[src/rtl/core/frr_pkg.sv]
// Shared types, codes and the CRC-32 byte update for the framed request receiver.
package frr_pkg;

    // Input func codes
    localparam logic [1:0] FUNC_BYTE     = 2'd0;
    localparam logic [1:0] FUNC_GAP      = 2'd1;
    localparam logic [1:0] FUNC_DEADLINE = 2'd2;

    // Result kinds
    localparam logic [2:0] KIND_PAYLOAD = 3'd0;
    localparam logic [2:0] KIND_GOOD    = 3'd1;
    localparam logic [2:0] KIND_BAD_LEN = 3'd2;
    localparam logic [2:0] KIND_BAD_CRC = 3'd3;
    localparam logic [2:0] KIND_ABANDON = 3'd4;

    localparam logic [31:0] CRC_POLY = 32'hEDB8_8320;
    localparam logic [31:0] CRC_INIT = 32'hFFFF_FFFF;

    // Sync word "GB5Q", first byte in lane 0
    localparam logic [3:0][7:0] SYNC_WORD = {8'h51, 8'h35, 8'h42, 8'h47};

    typedef struct packed {
        logic [1:0] func;
        logic [7:0] data_byte;
    } in_item_t;

    typedef struct packed {
        logic [2:0]  kind;
        logic [7:0]  payload_byte;
        logic [14:0] payload_index;
        logic [15:0] frame_length;
        logic        last_flag;
    } out_item_t;

    // Classified item handed from the front to the back
    typedef enum logic [1:0] {
        OP_BYTE,
        OP_GAP,
        OP_DEADLINE
    } op_t;

    typedef struct packed {
        op_t        op;
        logic [7:0] data;
        logic [3:0] sync_hit;   // data equals sync byte i
    } token_t;

    // Reflected CRC-32, one byte
    function automatic logic [31:0] crc32_byte(input logic [31:0] c, input logic [7:0] b);
        logic [31:0] x;
        x = c ^ {24'd0, b};
        for (int i = 0; i < 8; i++)
        begin
            x = x[0] ? ((x >> 1) ^ CRC_POLY) : (x >> 1);
        end
        return x;
    endfunction

endpackage

[src/rtl/core/frr_fifo.sv]
// Small first-word-fall-through queue of fixed-width entries.
module frr_fifo #(
    parameter int WIDTH = 8,
    parameter int DEPTH = 4
) (
    input  logic             clk,
    input  logic             rst_n,
    input  logic             push,
    input  logic [WIDTH-1:0] wdata,
    output logic             full,
    input  logic             pop,
    output logic [WIDTH-1:0] rdata,
    output logic             empty
);
    localparam int PTR_W = (DEPTH > 1) ? $clog2(DEPTH) : 1;
    localparam int CNT_W = $clog2(DEPTH + 1);

    logic [WIDTH-1:0] mem [DEPTH];
    logic [PTR_W-1:0] wr_ptr_reg, rd_ptr_reg;
    logic [CNT_W-1:0] count_reg;
    logic             do_push, do_pop;

    assign full    = (count_reg == CNT_W'(DEPTH));
    assign empty   = (count_reg == '0);
    assign do_push = push && !full;
    assign do_pop  = pop && !empty;
    assign rdata   = mem[rd_ptr_reg];

    function automatic logic [PTR_W-1:0] ptr_inc(input logic [PTR_W-1:0] p);
        return (p == PTR_W'(DEPTH - 1)) ? '0 : p + 1'b1;
    endfunction

    always_ff @(posedge clk)
    begin
        if (do_push)
        begin
            mem[wr_ptr_reg] <= wdata;
        end
    end

    always_ff @(posedge clk or negedge rst_n)
    begin
        if (!rst_n)
        begin
            wr_ptr_reg <= '0;
            rd_ptr_reg <= '0;
            count_reg  <= '0;
        end
        else
        begin
            if (do_push)
            begin
                wr_ptr_reg <= ptr_inc(wr_ptr_reg);
            end
            if (do_pop)
            begin
                rd_ptr_reg <= ptr_inc(rd_ptr_reg);
            end
            if (do_push && !do_pop)
            begin
                count_reg <= count_reg + 1'b1;
            end
            else if (do_pop && !do_push)
            begin
                count_reg <= count_reg - 1'b1;
            end
        end
    end

endmodule

[src/rtl/core/frr_front.sv]
// Front end: decodes input items into tokens and precomputes sync byte matches.
module frr_front (
    input  logic              push,
    input  frr_pkg::in_item_t rx_item,
    input  logic              cmd_full,
    output logic              cmd_push,
    output frr_pkg::token_t   cmd_token
);
    import frr_pkg::*;

    logic keep;

    always_comb
    begin
        keep          = 1'b1;
        cmd_token.op  = OP_BYTE;
        unique case (rx_item.func)
            FUNC_BYTE:     cmd_token.op = OP_BYTE;
            FUNC_GAP:      cmd_token.op = OP_GAP;
            FUNC_DEADLINE: cmd_token.op = OP_DEADLINE;
            default:       keep = 1'b0;   // unused code: taken and dropped
        endcase
        cmd_token.data = rx_item.data_byte;
        for (int i = 0; i < 4; i++)
        begin
            cmd_token.sync_hit[i] = (rx_item.data_byte == SYNC_WORD[i]);
        end
    end

    assign cmd_push = push && !cmd_full && keep;

endmodule

[src/rtl/core/frr_back.sv]
// Back end: frame state machine, CRC check and result generation.
module frr_back #(
    parameter int MAX_PAYLOAD = 16392
) (
    input  logic               clk,
    input  logic               rst_n,
    input  logic               cmd_valid,
    input  frr_pkg::token_t    cmd_token,
    output logic               cmd_pop,
    input  logic               res_full,
    output logic               res_push,
    output frr_pkg::out_item_t res_item
);
    import frr_pkg::*;

    typedef enum logic [2:0] {
        ST_HUNT,
        ST_LEN_HI,
        ST_LEN_LO,
        ST_PAYLOAD,
        ST_CRC
    } phase_t;

    phase_t      phase_reg, phase_next;
    logic [1:0]  sync_reg, sync_next;
    logic        discard_reg, discard_next;
    logic [15:0] length_reg, length_next;
    logic [14:0] count_reg, count_next;
    logic [31:0] crc_reg, crc_next;
    logic [31:0] rx_crc_reg, rx_crc_next;

    logic [14:0] count_inc;
    logic [31:0] crc_upd;
    logic        verdict;
    logic [2:0]  verdict_kind;
    logic        verdict_discard;

    assign cmd_pop   = cmd_valid && !res_full;
    assign count_inc = count_reg + 1'b1;
    assign crc_upd   = crc32_byte(crc_reg, cmd_token.data);

    always_comb
    begin
        phase_next      = phase_reg;
        sync_next       = sync_reg;
        discard_next    = discard_reg;
        length_next     = length_reg;
        count_next      = count_reg;
        crc_next        = crc_reg;
        rx_crc_next     = rx_crc_reg;
        verdict         = 1'b0;
        verdict_kind    = KIND_GOOD;
        verdict_discard = 1'b0;
        res_push        = 1'b0;
        res_item        = '0;

        if (cmd_pop)
        begin
            if (phase_reg == ST_HUNT)
            begin
                if (cmd_token.op == OP_GAP)
                begin
                    sync_next    = '0;
                    discard_next = 1'b0;
                end
                else if (cmd_token.op == OP_BYTE && !discard_reg)
                begin
                    if (!cmd_token.sync_hit[sync_reg])
                    begin
                        sync_next    = '0;
                        discard_next = 1'b1;
                    end
                    else
                    begin
                        sync_next = sync_reg + 1'b1;
                        if (sync_reg == 2'd3)
                        begin
                            phase_next  = ST_LEN_HI;
                            length_next = '0;
                            count_next  = '0;
                            crc_next    = CRC_INIT;
                            rx_crc_next = '0;
                        end
                    end
                end
            end
            else if (cmd_token.op == OP_DEADLINE)
            begin
                verdict         = 1'b1;
                verdict_kind    = KIND_ABANDON;
                verdict_discard = 1'b1;
            end
            else if (cmd_token.op == OP_BYTE)
            begin
                unique case (phase_reg)
                    ST_LEN_HI:
                    begin
                        crc_next    = crc_upd;
                        length_next = {cmd_token.data, 8'd0};
                        phase_next  = ST_LEN_LO;
                    end
                    ST_LEN_LO:
                    begin
                        crc_next    = crc_upd;
                        length_next = {length_reg[15:8], cmd_token.data};
                        if (length_next == '0 || length_next > 16'(MAX_PAYLOAD))
                        begin
                            verdict         = 1'b1;
                            verdict_kind    = KIND_BAD_LEN;
                            verdict_discard = 1'b1;
                        end
                        else
                        begin
                            phase_next = ST_PAYLOAD;
                            count_next = '0;
                        end
                    end
                    ST_PAYLOAD:
                    begin
                        res_push               = 1'b1;
                        res_item.kind          = KIND_PAYLOAD;
                        res_item.payload_byte  = cmd_token.data;
                        res_item.payload_index = count_reg;
                        res_item.frame_length  = length_reg;
                        crc_next               = crc_upd;
                        count_next             = count_inc;
                        if ({1'b0, count_inc} >= length_reg)
                        begin
                            phase_next = ST_CRC;
                            count_next = '0;
                        end
                    end
                    ST_CRC:
                    begin
                        rx_crc_next = rx_crc_reg
                                    | ({24'd0, cmd_token.data} << {count_reg[1:0], 3'b000});
                        count_next  = count_inc;
                        if (count_reg[1:0] == 2'd3)
                        begin
                            verdict = 1'b1;
                            if ((crc_reg ^ CRC_INIT) == rx_crc_next)
                            begin
                                verdict_kind    = KIND_GOOD;
                                verdict_discard = 1'b0;
                            end
                            else
                            begin
                                verdict_kind    = KIND_BAD_CRC;
                                verdict_discard = 1'b1;
                            end
                        end
                    end
                    default:
                    begin
                        phase_next = ST_HUNT;
                        sync_next  = '0;
                    end
                endcase
            end

            if (verdict)
            begin
                res_push              = 1'b1;
                res_item.kind         = verdict_kind;
                res_item.frame_length = length_next;
                res_item.last_flag    = 1'b1;
                phase_next            = ST_HUNT;
                sync_next             = '0;
                count_next            = '0;
                discard_next          = verdict_discard;
            end
        end
    end

    always_ff @(posedge clk or negedge rst_n)
    begin
        if (!rst_n)
        begin
            phase_reg   <= ST_HUNT;
            sync_reg    <= '0;
            discard_reg <= 1'b0;
            length_reg  <= '0;
            count_reg   <= '0;
            crc_reg     <= CRC_INIT;
            rx_crc_reg  <= '0;
        end
        else
        begin
            phase_reg   <= phase_next;
            sync_reg    <= sync_next;
            discard_reg <= discard_next;
            length_reg  <= length_next;
            count_reg   <= count_next;
            crc_reg     <= crc_next;
            rx_crc_reg  <= rx_crc_next;
        end
    end

endmodule

[src/rtl/core/framed_request_receiver.sv]
// Top level of the framed request receiver: front decoder, command queue, deframer, result queue.
//
// Takes one item per cycle unless full: a received byte, an idle gap or a frame deadline. Frames
// are "GB5Q", a big-endian 16-bit length, the payload and a little-endian CRC-32 over
// the length and payload. Each payload byte comes out as a result item as it arrives,
// and each frame attempt ends in one verdict item (good, bad length, bad CRC or
// abandoned) with last_flag set. Sustained rate is one item per cycle in and out while the
// result queue has room; the deframer state machine retires one item per cycle with the
// per-byte CRC update done combinationally. An accepted item goes into the command queue,
// then through the deframer into the result queue, whose head is on the result ports. full
// follows the command queue (CMD_DEPTH items); the deframer stalls only while the result
// queue (RES_DEPTH items) is full, so a slow reader backs up into full after both fill.
// Func code 3 is accepted and dropped at the front.
module framed_request_receiver #(
    parameter int MAX_PAYLOAD = 16392,
    parameter int CMD_DEPTH   = 4,
    parameter int RES_DEPTH   = 4
) (
    input  logic               clk,
    input  logic               rst_n,
    input  logic               push,
    input  frr_pkg::in_item_t  rx_item,
    output logic               full,
    output logic               empty,
    input  logic               pop,
    output frr_pkg::out_item_t result
);
    import frr_pkg::*;

    logic      cmd_push, cmd_full, cmd_empty, cmd_pop;
    token_t    cmd_wtoken, cmd_rtoken;
    logic      res_push, res_full;
    out_item_t res_item;

    assign full = cmd_full;

    // Front: decode and sync byte compare
    frr_front u_front (
        .push      (push),
        .rx_item   (rx_item),
        .cmd_full  (cmd_full),
        .cmd_push  (cmd_push),
        .cmd_token (cmd_wtoken)
    );

    // Decouples the input side from the deframer
    frr_fifo #(
        .WIDTH ($bits(token_t)),
        .DEPTH (CMD_DEPTH)
    ) u_cmd_q (
        .clk   (clk),
        .rst_n (rst_n),
        .push  (cmd_push),
        .wdata (cmd_wtoken),
        .full  (cmd_full),
        .pop   (cmd_pop),
        .rdata (cmd_rtoken),
        .empty (cmd_empty)
    );

    // Back: frame state, CRC, verdicts
    frr_back #(
        .MAX_PAYLOAD (MAX_PAYLOAD)
    ) u_back (
        .clk       (clk),
        .rst_n     (rst_n),
        .cmd_valid (!cmd_empty),
        .cmd_token (cmd_rtoken),
        .cmd_pop   (cmd_pop),
        .res_full  (res_full),
        .res_push  (res_push),
        .res_item  (res_item)
    );

    // Result queue; head is on the result ports
    frr_fifo #(
        .WIDTH ($bits(out_item_t)),
        .DEPTH (RES_DEPTH)
    ) u_res_q (
        .clk   (clk),
        .rst_n (rst_n),
        .push  (res_push),
        .wdata (res_item),
        .full  (res_full),
        .pop   (pop),
        .rdata (result),
        .empty (empty)
    );

    // The deframer only produces while the result queue has room
    a_res_room: assert property (@(posedge clk) disable iff (!rst_n)
        res_push |-> !res_full)
        else $error("result produced into a full queue");

    // Verdicts carry last_flag and no payload data
    a_verdict_shape: assert property (@(posedge clk) disable iff (!rst_n)
        (res_push && res_item.kind != KIND_PAYLOAD) |->
            (res_item.last_flag && res_item.payload_byte == '0 &&
             res_item.payload_index == '0))
        else $error("malformed verdict item");

    // Payload bytes sit inside the announced length
    a_payload_bound: assert property (@(posedge clk) disable iff (!rst_n)
        (res_push && res_item.kind == KIND_PAYLOAD) |->
            (!res_item.last_flag && {1'b0, res_item.payload_index} < res_item.frame_length))
        else $error("payload index beyond frame length");

    // A command leaves the queue only when there is one
    a_cmd_pop: assert property (@(posedge clk) disable iff (!rst_n)
        cmd_pop |-> !cmd_empty)
        else $error("command popped from empty queue");

endmodule

[config.mk]
export PLATFORM = sky130hd
export DESIGN_NAME = framed_request_receiver
export DESIGN_NICKNAME = d
export VERILOG_FILES = /design/src/rtl/core/frr_pkg.sv /design/src/rtl/core/frr_fifo.sv /design/src/rtl/core/frr_front.sv /design/src/rtl/core/frr_back.sv /design/src/rtl/core/framed_request_receiver.sv
export SDC_FILE = /design/constraint.sdc
export NUM_CORES = 1
export LEC_CHECK = 0
export BUFFER_PORTS_ARGS = -buffer_cell sky130_fd_sc_hd__buf_2
export CORE_ASPECT_RATIO = 1.75
export CORE_MARGIN = 2
export CORE_UTILIZATION = 56
export DETAILED_ROUTE_END_ITERATION = 12
export GPL_ROUTABILITY_DRIVEN = 0
export PLACE_DENSITY = 0.76
export SYNTH_ARGS = -nofsm -noshare
export SYNTH_HDL_FRONTEND = slang
export SYNTH_HIERARCHICAL = 1
export SYNTH_SLANG_ARGS = --single-unit
export TNS_END_PERCENT = 1
[constraint.sdc]
create_clock -name clk -period 4.6 [get_ports clk]
set_input_delay 0.69 -clock clk [delete_from_list [all_inputs] [get_ports clk]]
set_output_delay 0.69 -clock clk [all_outputs]
set_load 0.005 [all_outputs]
==> flow_summary.toml, run 1 <==
[outcome]
outcome = "complete, no violations"

[pwr]
sw_frac_of_total_pct = 38.7
static_leakage_power_nw = 6.50
pwr-share-clk_pct = 16.5
power_density_mw_per_mm2 = 818
intPower_mw = 8.82
switchingPower_mw = 5.57
power.ir.vdd_worst_v = 0.000444
power.share.combinational_pct = 49.0
power_frac_seq_pct = 34.4
finalPower_mw = 14.4

[placed_design]
place.port_buffers = 58
preCtsSetupSlack_ns = 0.407
placed_area_mm2 = 0.0167
post-dp-hpwl_um = 24000

[finish]
finished_layout_cell_area_mm2 = 0.0176
regMostFlops = "u_res_q/mem"
fill_cells = 2103
largest_register_ffs = 172
post_route_cells_drive_above_1_share_pct = 22.6
syn_to_final_growth_pct = 10.1
top_regs = "u_res_q/mem x172, u_cmd_q/mem x56"
antenna-diode-count = 0
finish.net_count = 1189

[global_routing]
global_route.usage.total_pct = 23.6
grt_max_degree = 44
grt_first_pass_wirelength_um = 54700
grt_antenna_before_repair = 0
first_global_vias = 9821
grt_remaining_overflow = 0

[setup_path]
cp_slowest_stage_delay_ns = 0.59
critPathMostFrequentCell = "sky130_fd_sc_hd__xor2_1"
crit_arrival_ns = 4.70
rrSetupSlack_ns = 0.39
critPathCaptureType = "flip-flop"
timing.critical_path.required_ns = 5.09
r2r_endpoint = "u_res_q/count_reg[2]"
critical_path.slowest_cell = "sky130_fd_sc_hd__mux4_2"
crit_path_end = "u_res_q/count_reg[2]"
timing.setup.critical_path_class = "flip-flop to flip-flop"
cp_max_fo = 15
crit_path_cell_trace = "buf_4 -> mux4_2 -> nor4_4 -> a41oi_1 -> a21boi_4 -> o31a_1 -> nor2_4 -> nand3_4 -> nand2_1 -> nor2b_4 -> ha_1 -> inv_1 -> fa_1 -> xor2_1 -> nor2_1 -> xor2_1"
worst_setup_path_start_kind = "flip-flop"
r2r_cells = 16
crit_start = "u_cmd_q/rd_ptr_reg[0]"
regToRegStartpoint = "u_cmd_q/rd_ptr_reg[0]"

[synthesis]
synth.cells.most_frequent = "sky130_fd_sc_hd__edfxtp_1 (228), sky130_fd_sc_hd__dfrtp_1 (83), sky130_fd_sc_hd__xnor2_1 (65)"
ys.flop_type = "sky130_fd_sc_hd__edfxtp_1"
average_size_of_a_mapped_cell_um2 = 14.8
synth_edf_count = 228
yosysTopAreaCell = "sky130_fd_sc_hd__edfxtp_1"
share_of_synthesized_flip_flops_with_an_asynchronous_set_or_reset_pct = 33.5
ys_seq_elements = 343
synthCells = 1083
synthesis.area_mm2 = 0.0160
net_count_after_synthesis = 1128
post-synth-top-area-fraction_pct = 42.9
synth.yosys.seq_area_share_pct = 61.1
yosysMostFrequentCell = "sky130_fd_sc_hd__edfxtp_1"
ys_warn_count = 6
ys_top_cells_by_area = "sky130_fd_sc_hd__edfxtp_1 (43%), sky130_fd_sc_hd__dfrtp_1 (13%), sky130_fd_sc_hd__mux4_2 (8.2%)"
yosysUniqueCellTypes = 76

[cts]
cts-root-to-sink-buffers = 3
cts-resized-gates = 0
htree_num_levels = 1
clk_pin_slew_ns = 0.08
clock_tree.root_cell = "sky130_fd_sc_hd__clkbuf_16"
hold_buffers = 0
post_cts.repair.setup_buffers = 0
clk_latency_ns = 0.57
cts.sinks = 343
cts_made_buffers = 29
cts_tree = "built"

[sta]
timing.final.max_slew_violations = 0
final_critical_path_setup_slack_ns = 0.386
timing.clock.skew_ns = 0.0158
rsz0062_at_grt = "false"
final.min_clock_period_ns = 4.21
timing.setup.tns_ns = 0
post-route-period-util_pct = 91.6
slew_headroom_pct = 20.3
setup_viol = 0
maxClockFrequency_ghz = 0.237
report.final.hold_viol_count = 0
worst_max_slew_pin_slew_ns = 1.20

[route]
detail_route.wl_per_cell_um = 22.7
detailedRoute.firstIterationViolations = 799
viasPerCell = 6.29
detail-route-antenna-nets = 0
drt-total-wl_um = 34900
drcViolationCount = 0
detailroute.via_count = 9684
detailedRoute.firstPassIterationCount = 5

[floorplanning]
floorplan.die.height_um = 227
initial_core_util_pct = 57.1
top_level_ports = 59
floorplan.die_area_mm2 = 0.0300
placement_rows = 81
chipWidth_um = 132
coreArea_mm2 = 0.0280

[min_path]
worst_min_delay_path_class = "primary input to asynchronous set/reset pin"

[job]
maxCapViolCount = 0
==> worst max-delay path, delay by kind of cell, from the launching register on <==
| family | cells | cell delay, ns |
|---|---|---|
| and+or+nand+nor | 6 | 1.17 |
| DFF | 1 | 0.41 |
| AOI/OAI and AO/OA | 3 | 0.67 |
| muxes | 1 | 0.59 |
| xor gates and xnor gates | 2 | 0.32 |
| adders and majority gates | 2 | 0.59 |
| buffers and inverters | 2 | 0.36 |
==> kinds of logic (layout without fill, tap and decap cells) <==
group | after synthesis | after routing | share of synthesized area (%)
buffers and inverters | 101 | 185 | 3.31
AND/OR/NAND/NOR | 207 | 207 | 7.52
multiplexers | 67 | 67 | 8.90
flip-flops | 343 | 343 | 61.1
adder cells (fa/ha/maj) | 31 | 31 | 2.52
XOR/XNOR | 93 | 93 | 5.14
AO/OA/AOI/OAI | 241 | 241 | 11.5
==> how the worst min path moves through the flow <==
stage                                from               endpoint  slack [ns]
finish                              rst_n  u_res_q/wr_ptr_reg[1]        0.12
detailed placement  u_back/rx_crc_reg[21]  u_back/rx_crc_reg[21]        0.50
floorplan                           rst_n    u_back/count_reg[0]        0.39
CTS                                 rst_n  u_cmd_q/rd_ptr_reg[0]        0.13
global placement    u_back/rx_crc_reg[21]  u_back/rx_crc_reg[21]        0.49
global route                        rst_n   u_cmd_q/count_reg[1]        0.16
==> per-stage QoR <==
step	util, %	hold slack [ns]	instances
final	62.9	0.118	1540
after global routing	62.9	0.155	1540
after CTS	62.9	0.127	1540
after detailed placement	59.6	0.498	1486
after global placement	59.6	0.489	1486
after floorplan	-	0.394	1083
==> power by group through the flow <==
stage                     registers, mW  logic [mW]  clock network [mW]
after global routing               5.04        7.62                2.53
after floorplan                    4.71        5.46                   0
after detailed placement           5.00        7.03                   0
after global placement             4.96        6.92                   0
after CTS                          4.94        7.08                2.42
final                              4.96        7.06                2.38
==> final cells by class <==
class,count,area [um2],area share (%)
Inverter,34,128,0.726
Multi-Input combinational cell,639,5700,32.4
Timing Repair Buffer,97,623,3.54
Tap cell,373,467,2.65
Sequential cell,343,9770,55.5
Clock buffer,36,752,4.27
Clock inverter,18,159,0.903
==> routing by layer <==
layer	track usage, %	vias up	routed length [um]
met1	27.0	4912	12700
met3	2.47	96	1600
met5	0	-	0
li1	-	4319	-
met4	12.4	0	1720
met2	43.6	357	18900
==> cells in the final DEF (no fill, tap or decap), types with 6 or more instances in the layout <==
master	n
sky130_fd_sc_hd__and2_1	24
sky130_fd_sc_hd__mux4_2	58
sky130_fd_sc_hd__edfxtp_1	228
sky130_fd_sc_hd__a31oi_1	15
sky130_fd_sc_hd__nand2_1	40
sky130_fd_sc_hd__clkbuf_16	29
sky130_fd_sc_hd__inv_1	34
sky130_fd_sc_hd__a22o_1	61
sky130_fd_sc_hd__nand3_1	10
sky130_fd_sc_hd__dfrtp_1	81
sky130_fd_sc_hd__buf_4	37
sky130_fd_sc_hd__nor2b_1	10
sky130_fd_sc_hd__ha_1	29
sky130_fd_sc_hd__a21o_1	10
sky130_fd_sc_hd__xnor2_1	65
sky130_fd_sc_hd__buf_2	57
sky130_fd_sc_hd__dfstp_2	32
sky130_fd_sc_hd__o22a_1	30
sky130_fd_sc_hd__clkbuf_1	7
sky130_fd_sc_hd__a211oi_1	23
sky130_fd_sc_hd__o21ai_0	26
sky130_fd_sc_hd__nor3_1	18
sky130_fd_sc_hd__nand2b_1	9
sky130_fd_sc_hd__nor2_1	38
sky130_fd_sc_hd__o31ai_1	6
sky130_fd_sc_hd__nor4_1	6
sky130_fd_sc_hd__and3_1	11
sky130_fd_sc_hd__a22oi_1	6
sky130_fd_sc_hd__a21oi_1	23
sky130_fd_sc_hd__or3_1	6
sky130_fd_sc_hd__xor2_1	27
No activity file was read; power rests on OpenSTA's default activity.
==> run 2: changes to the inputs <==
Clock period 4.6 ns to 3.8 ns, I/O delays scaled along.
==> flow_summary.toml, run 2 (synthesized netlist as in run 1, its figures left out) <==
[route]
detail-route-antenna-nets = 0
detailedRoute.firstIterationViolations = 1022
viasPerCell = 6.30
detailroute.via_count = 9809
drcViolationCount = 0
drt-total-wl_um = 35200
detail_route.wl_per_cell_um = 22.6
detailedRoute.firstPassIterationCount = 6

[global_routing]
grt.met2_usage_pct = 43.5
grt_first_pass_wirelength_um = 55000
global_route.usage.met1_pct = 26.8
grt_antenna_before_repair = 0
first_global_vias = 9963
grt_max_degree = 67
grt_remaining_overflow = 0
global_route.peak_usage_layer = "met2"
global_route.usage.total_pct = 23.7
grt_util_met3_pct = 2.96

[setup_path]
timing.critical_path.required_ns = 4.10
worst_setup_path_start_kind = "flip-flop"
critical_path.slowest_cell = "sky130_fd_sc_hd__a222oi_1"
critPathCaptureType = "flip-flop"
r2r_cells = 10
cp_max_fo = 16
crit_arrival_ns = 4.11
crit_path_cell_trace = "buf_12 -> mux4_2 -> buf_4 -> nand2b_1 -> a222oi_1 -> nand4_1 -> or4_1 -> nor4_1 -> nand3_1 -> a21o_1"
cp_slowest_stage_delay_ns = 0.69
timing.setup.critical_path_class = "flip-flop to flip-flop"
rrSetupSlack_ns = -0.02

[placed_design]
preCtsSetupSlack_ns = 0.0676
place.port_buffers = 58
post-dp-hpwl_um = 23900
numPlacedInstances = 1501

[finish]
top_regs = "u_res_q/mem x172, u_cmd_q/mem x56"
layout.cells.most_common_list = "sky130_fd_sc_hd__edfxtp_1 (228), sky130_fd_sc_hd__dfrtp_1 (79), sky130_fd_sc_hd__xnor2_1 (65)"
post_route_cells_drive_above_1_share_pct = 25.1
antenna-diode-count = 0
finish.utilization_pct = 64.1
layout_commonest_cell = "sky130_fd_sc_hd__edfxtp_1"
syn_to_final_growth_pct = 12.2
largest_register_ffs = 172
fill_cells = 2051
regMostFlops = "u_res_q/mem"
finish.net_count = 1207
layoutNonFillerInstCount = 1558

[floorplanning]
initial_core_util_pct = 57.1
floorplan.die_area_mm2 = 0.0300
chipWidth_um = 132
floorplan.die.height_um = 227
top_level_ports = 59
placement_rows = 81
coreArea_mm2 = 0.0280

[sta]
maxClockFrequency_ghz = 0.262
post-route-period-util_pct = 100
rsz0062_at_grt = "true"
report.final.hold_viol_count = 0
timing.final.max_slew_violations = 0
setup_viol = 4
slew_headroom_pct = 17.0
final_critical_path_setup_slack_ns = -0.0165
final.min_clock_period_ns = 3.82
timing.clock.skew_ns = 0.0258
worst_max_slew_pin_slew_ns = 1.24

[pwr]
intPower_mw = 11.1
pwr-share-clk_pct = 17.3
power_density_mw_per_mm2 = 1000
switchingPower_mw = 6.83
power.ir.vdd_worst_v = 0.000639
power_frac_seq_pct = 33.5
sw_frac_of_total_pct = 38.1
static_leakage_power_nw = 6.65
power.share.combinational_pct = 49.2

[cts]
hold_buffers = 0
cts-root-to-sink-buffers = 3
cts.sinks = 343
clk_pin_slew_ns = 0.07
clk_latency_ns = 0.57
cts_tree = "built"
cts_made_buffers = 29
htree_num_levels = 1
clock_tree.root_cell = "sky130_fd_sc_hd__clkbuf_16"

[min_path]
worst_min_delay_path_class = "primary input to asynchronous set/reset pin"

[outcome]
outcome = "finished, violations left"
failed_checks = "negative setup slack"

[job]
maxCapViolCount = 0
[run 2: cell types whose count changed in the layout (fill, tap and decap cells not counted), moves of 2 or more]
cell	change
sky130_fd_sc_hd__a2111oi_0	-2
sky130_fd_sc_hd__a2111oi_2	+2
sky130_fd_sc_hd__buf_12	+4
sky130_fd_sc_hd__buf_4	+14
sky130_fd_sc_hd__clkbuf_1	-2
sky130_fd_sc_hd__clkbuf_8	+4
sky130_fd_sc_hd__clkinv_2	-4
sky130_fd_sc_hd__dfrtp_1	-2
sky130_fd_sc_hd__dfrtp_2	+2
[run 2: power by group through the flow]
| stage | Clock [mW] | Sequential [mW] | Combinational (mW) |
|---|---|---|---|
| after floorplan | 0 | 5.69 | 6.62 |
| after global placement | 0 | 6.00 | 8.60 |
| after detailed placement | 0 | 6.05 | 8.70 |
| after CTS | 3.15 | 5.99 | 8.74 |
| after global routing | 3.27 | 6.11 | 9.49 |
| final | 3.10 | 6.01 | 8.81 |
[run 2: cell type report]
type,instances,area [um2],area share [%]
flip-flops and latches,343,9770,54.5
multi-input cells,639,5740,32.0
clock buffers,39,825,4.60
repair buffers,115,808,4.51
well taps,373,467,2.60
clock inverters,15,184,1.03
inverters,34,128,0.712
[run 2: path summary, 6_finish.rpt]
check                                            from                     to
max in group asynchronous                       rst_n     u_back/crc_reg[15]
worst max register to register  u_cmd_q/rd_ptr_reg[0]     u_res_q/mem[1][41]
worst max-delay path            u_cmd_q/rd_ptr_reg[0]     u_res_q/mem[1][41]
min in group clk                           rx_item[3]      u_cmd_q/mem[1][7]
worst min register to register   u_back/length_reg[1]   u_back/length_reg[1]
worst min-delay path                            rst_n  u_cmd_q/wr_ptr_reg[1]
[run 2: metal layers]
metal | up-vias | part of all wire (%)
met5 | - | 0
met4 | 0 | 5.8
met3 | 134 | 4.5
met2 | 376 | 53
met1 | 4954 | 36
li1 | 4345 | -
[run 2: critical path: cells and delay by family, from the launching register on]
family,cells,cell delay (ns)
muxes,1,0.33
AOI/OAI and AO/OA,2,0.99
and+or+nand+nor,5,1.38
buffers and inverters,2,0.41
DFF,1,0.41
[run 2: timing repair]
item	CTS	global route
buffers inserted	0	3
resized for setup	0	16
setup endpoints to repair	0	83
[run 2: per-stage QoR]
stage	cell area, um2	total power [mW]	setup TNS, ns	hold slack (ns)
6_report	17900	17.9	-0.0651	0.0995
5_1_grt	17900	18.9	-0.0285	0.168
4_1_cts	17900	17.9	0	0.117
3_5_place_dp	16800	14.7	0	0.494
3_3_place_gp	16800	14.6	0	0.491
2_1_floorplan	16000	12.3	-0.334	0.274
==> run 3: changes to the inputs <==
Settings changed: MAX_ROUTING_LAYER set to met4.
==> flow_summary.toml, run 3 (synthesized netlist as in run 1, its figures left out) <==
[outcome]
outcome = "finished, violations left"
failed_checks = "negative setup slack"

[finish]
layoutNonFillerInstCount = 1558
antenna-diode-count = 0
syn_to_final_growth_pct = 12.2
layout.cells.most_common_list = "sky130_fd_sc_hd__edfxtp_1 (228), sky130_fd_sc_hd__dfrtp_1 (79), sky130_fd_sc_hd__xnor2_1 (65)"
finish.net_count = 1207
largest_register_ffs = 172
top_regs = "u_res_q/mem x172, u_cmd_q/mem x56"
regMostFlops = "u_res_q/mem"
fill_cells = 2051
post_route_cells_drive_above_1_share_pct = 25.1
layout_commonest_cell = "sky130_fd_sc_hd__edfxtp_1"

[placed_design]
post-dp-hpwl_um = 23900
place.port_buffers = 58
numPlacedInstances = 1501

[route]
drt-total-wl_um = 35100
detail_route.wl_per_cell_um = 22.5
detailroute.via_count = 9780
drcViolationCount = 0
detailedRoute.firstPassIterationCount = 7
detail-route-antenna-nets = 0
viasPerCell = 6.28
detailedRoute.firstIterationViolations = 931

[global_routing]
grt_antenna_before_repair = 0
grt_max_degree = 67
first_global_vias = 9965
grt_first_pass_wirelength_um = 55000
grt_remaining_overflow = 0
global_route.usage.total_pct = 24.4

[cts]
cts_made_buffers = 29
clk_latency_ns = 0.57
htree_num_levels = 1
cts.sinks = 343
cts_tree = "built"
clock_tree.root_cell = "sky130_fd_sc_hd__clkbuf_16"
clk_pin_slew_ns = 0.07
hold_buffers = 0
cts-root-to-sink-buffers = 3

[sta]
report.final.hold_viol_count = 0
timing.final.max_slew_violations = 0
slew_headroom_pct = 15.1
hold-worst-slack_ns = 0.0984
final_critical_path_setup_slack_ns = -0.00372
setup_viol = 4
post-route-period-util_pct = 100
worst_max_slew_pin_slew_ns = 1.26
maxClockFrequency_ghz = 0.263
final.min_clock_period_ns = 3.80
timing.clock.skew_ns = 0.0238
rsz0062_at_grt = "true"

[setup_path]
timing.setup.critical_path_class = "flip-flop to flip-flop"
worst_setup_path_start_kind = "flip-flop"
crit_arrival_ns = 4.10
regToRegStartpoint = "u_cmd_q/rd_ptr_reg[0]"
crit_start = "u_cmd_q/rd_ptr_reg[0]"
timing.critical_path.required_ns = 4.10
critPathCaptureType = "flip-flop"
cp_slowest_stage_delay_ns = 0.68
cp_max_fo = 16
critical_path.slowest_cell = "sky130_fd_sc_hd__a222oi_1"
crit_path_cell_trace = "buf_12 -> mux4_2 -> buf_4 -> nand2b_1 -> a222oi_1 -> nand4_1 -> or4_1 -> nor4_1 -> nand3_1 -> a21o_1"

[floorplanning]
initial_core_util_pct = 57.1
placement_rows = 81
top_level_ports = 59
chipWidth_um = 132
floorplan.die_area_mm2 = 0.0300
floorplan.die.height_um = 227
coreArea_mm2 = 0.0280

[pwr]
static_leakage_power_nw = 6.65
power_density_mw_per_mm2 = 999
power.ir.vdd_worst_v = 0.000638

[min_path]
worst_min_delay_path_class = "primary input to asynchronous set/reset pin"

[job]
maxCapViolCount = 0
## run 3: final timing paths
path	to	slack, ns	cells after the start
setup / recovery	u_res_q/mem[1][41]	-0.004	10
hold / removal	u_cmd_q/wr_ptr_reg[1]	0.1	1
setup reg to reg	u_res_q/mem[1][41]	-0.004	10
hold reg to reg	u_back/rx_crc_reg[21]	0.52	1
max in group asynchronous	u_back/crc_reg[15]	2.81	2
min in group clk	u_cmd_q/mem[1][7]	0.25	1
## run 3: metal layers
metal / GRT usage [%] / part of all wire [%] / vias up
met4: 13.5 / 5.5 / 0
met1: 26.8 / 37 / 4934
met3: 2.94 / 4.7 / 127
met5: - / 0 / -
met2: 43.5 / 53 / 372
li1: - / - / 4347
## run 3: layout make-up
| class | instances | area (um2) | area share, % |
|---|---|---|---|
| sequential | 343 | 9770 | 54.5 |
| multi-input combinational | 639 | 5740 | 32.0 |
| clock buffer | 39 | 825 | 4.60 |
| timing repair buffer | 115 | 808 | 4.51 |
| tap | 373 | 467 | 2.60 |
| clock inverter | 15 | 184 | 1.03 |
| inverter | 34 | 128 | 0.712 |
## run 3: critical path, delay by kind of cell (launching register included)
kind                   cells  cell delay, ns
muxes                      1            0.33
AOI/OAI and AO/OA          2            0.99
DFF                        1            0.41
buffers and inverters      2            0.41
and+or+nand+nor            5            1.37
## run 3: stage by stage
stage | total power, mW | instance area (um2) | TNS (ns) | worst slack [ns] | utilization, %
2_1_floorplan | 12.3 | 16000 | -0.334 | -0.0563 | -
3_3_place_gp | 14.6 | 16800 | 0 | 0.153 | 60.2
3_5_place_dp | 14.7 | 16800 | 0 | 0.0676 | 60.2
4_1_cts | 17.9 | 17900 | 0 | 0.0495 | 63.8
5_1_grt | 18.9 | 17900 | -0.0349 | -0.0284 | 64.1
6_report | 17.9 | 17900 | -0.0140 | -0.00372 | 64.1
## run 3: power breakdown
| part | leakage, nW | switching [mW] | internal [mW] | total [mW] |
|---|---|---|---|---|
| sequential | 3.54 | 0.816 | 5.19 | 6.01 |
| combinational | 2.64 | 4.66 | 4.15 | 8.81 |
| clock | 0.479 | 1.35 | 1.75 | 3.09 |
| total | 6.65 | 6.83 | 11.1 | 17.9 |
## run 3: what timing repair did
action	CTS	global route
endpoints found under the setup margin	0	84
gates resized for setup	0	16
hold endpoints to repair	0	0
buffers inserted	0	3
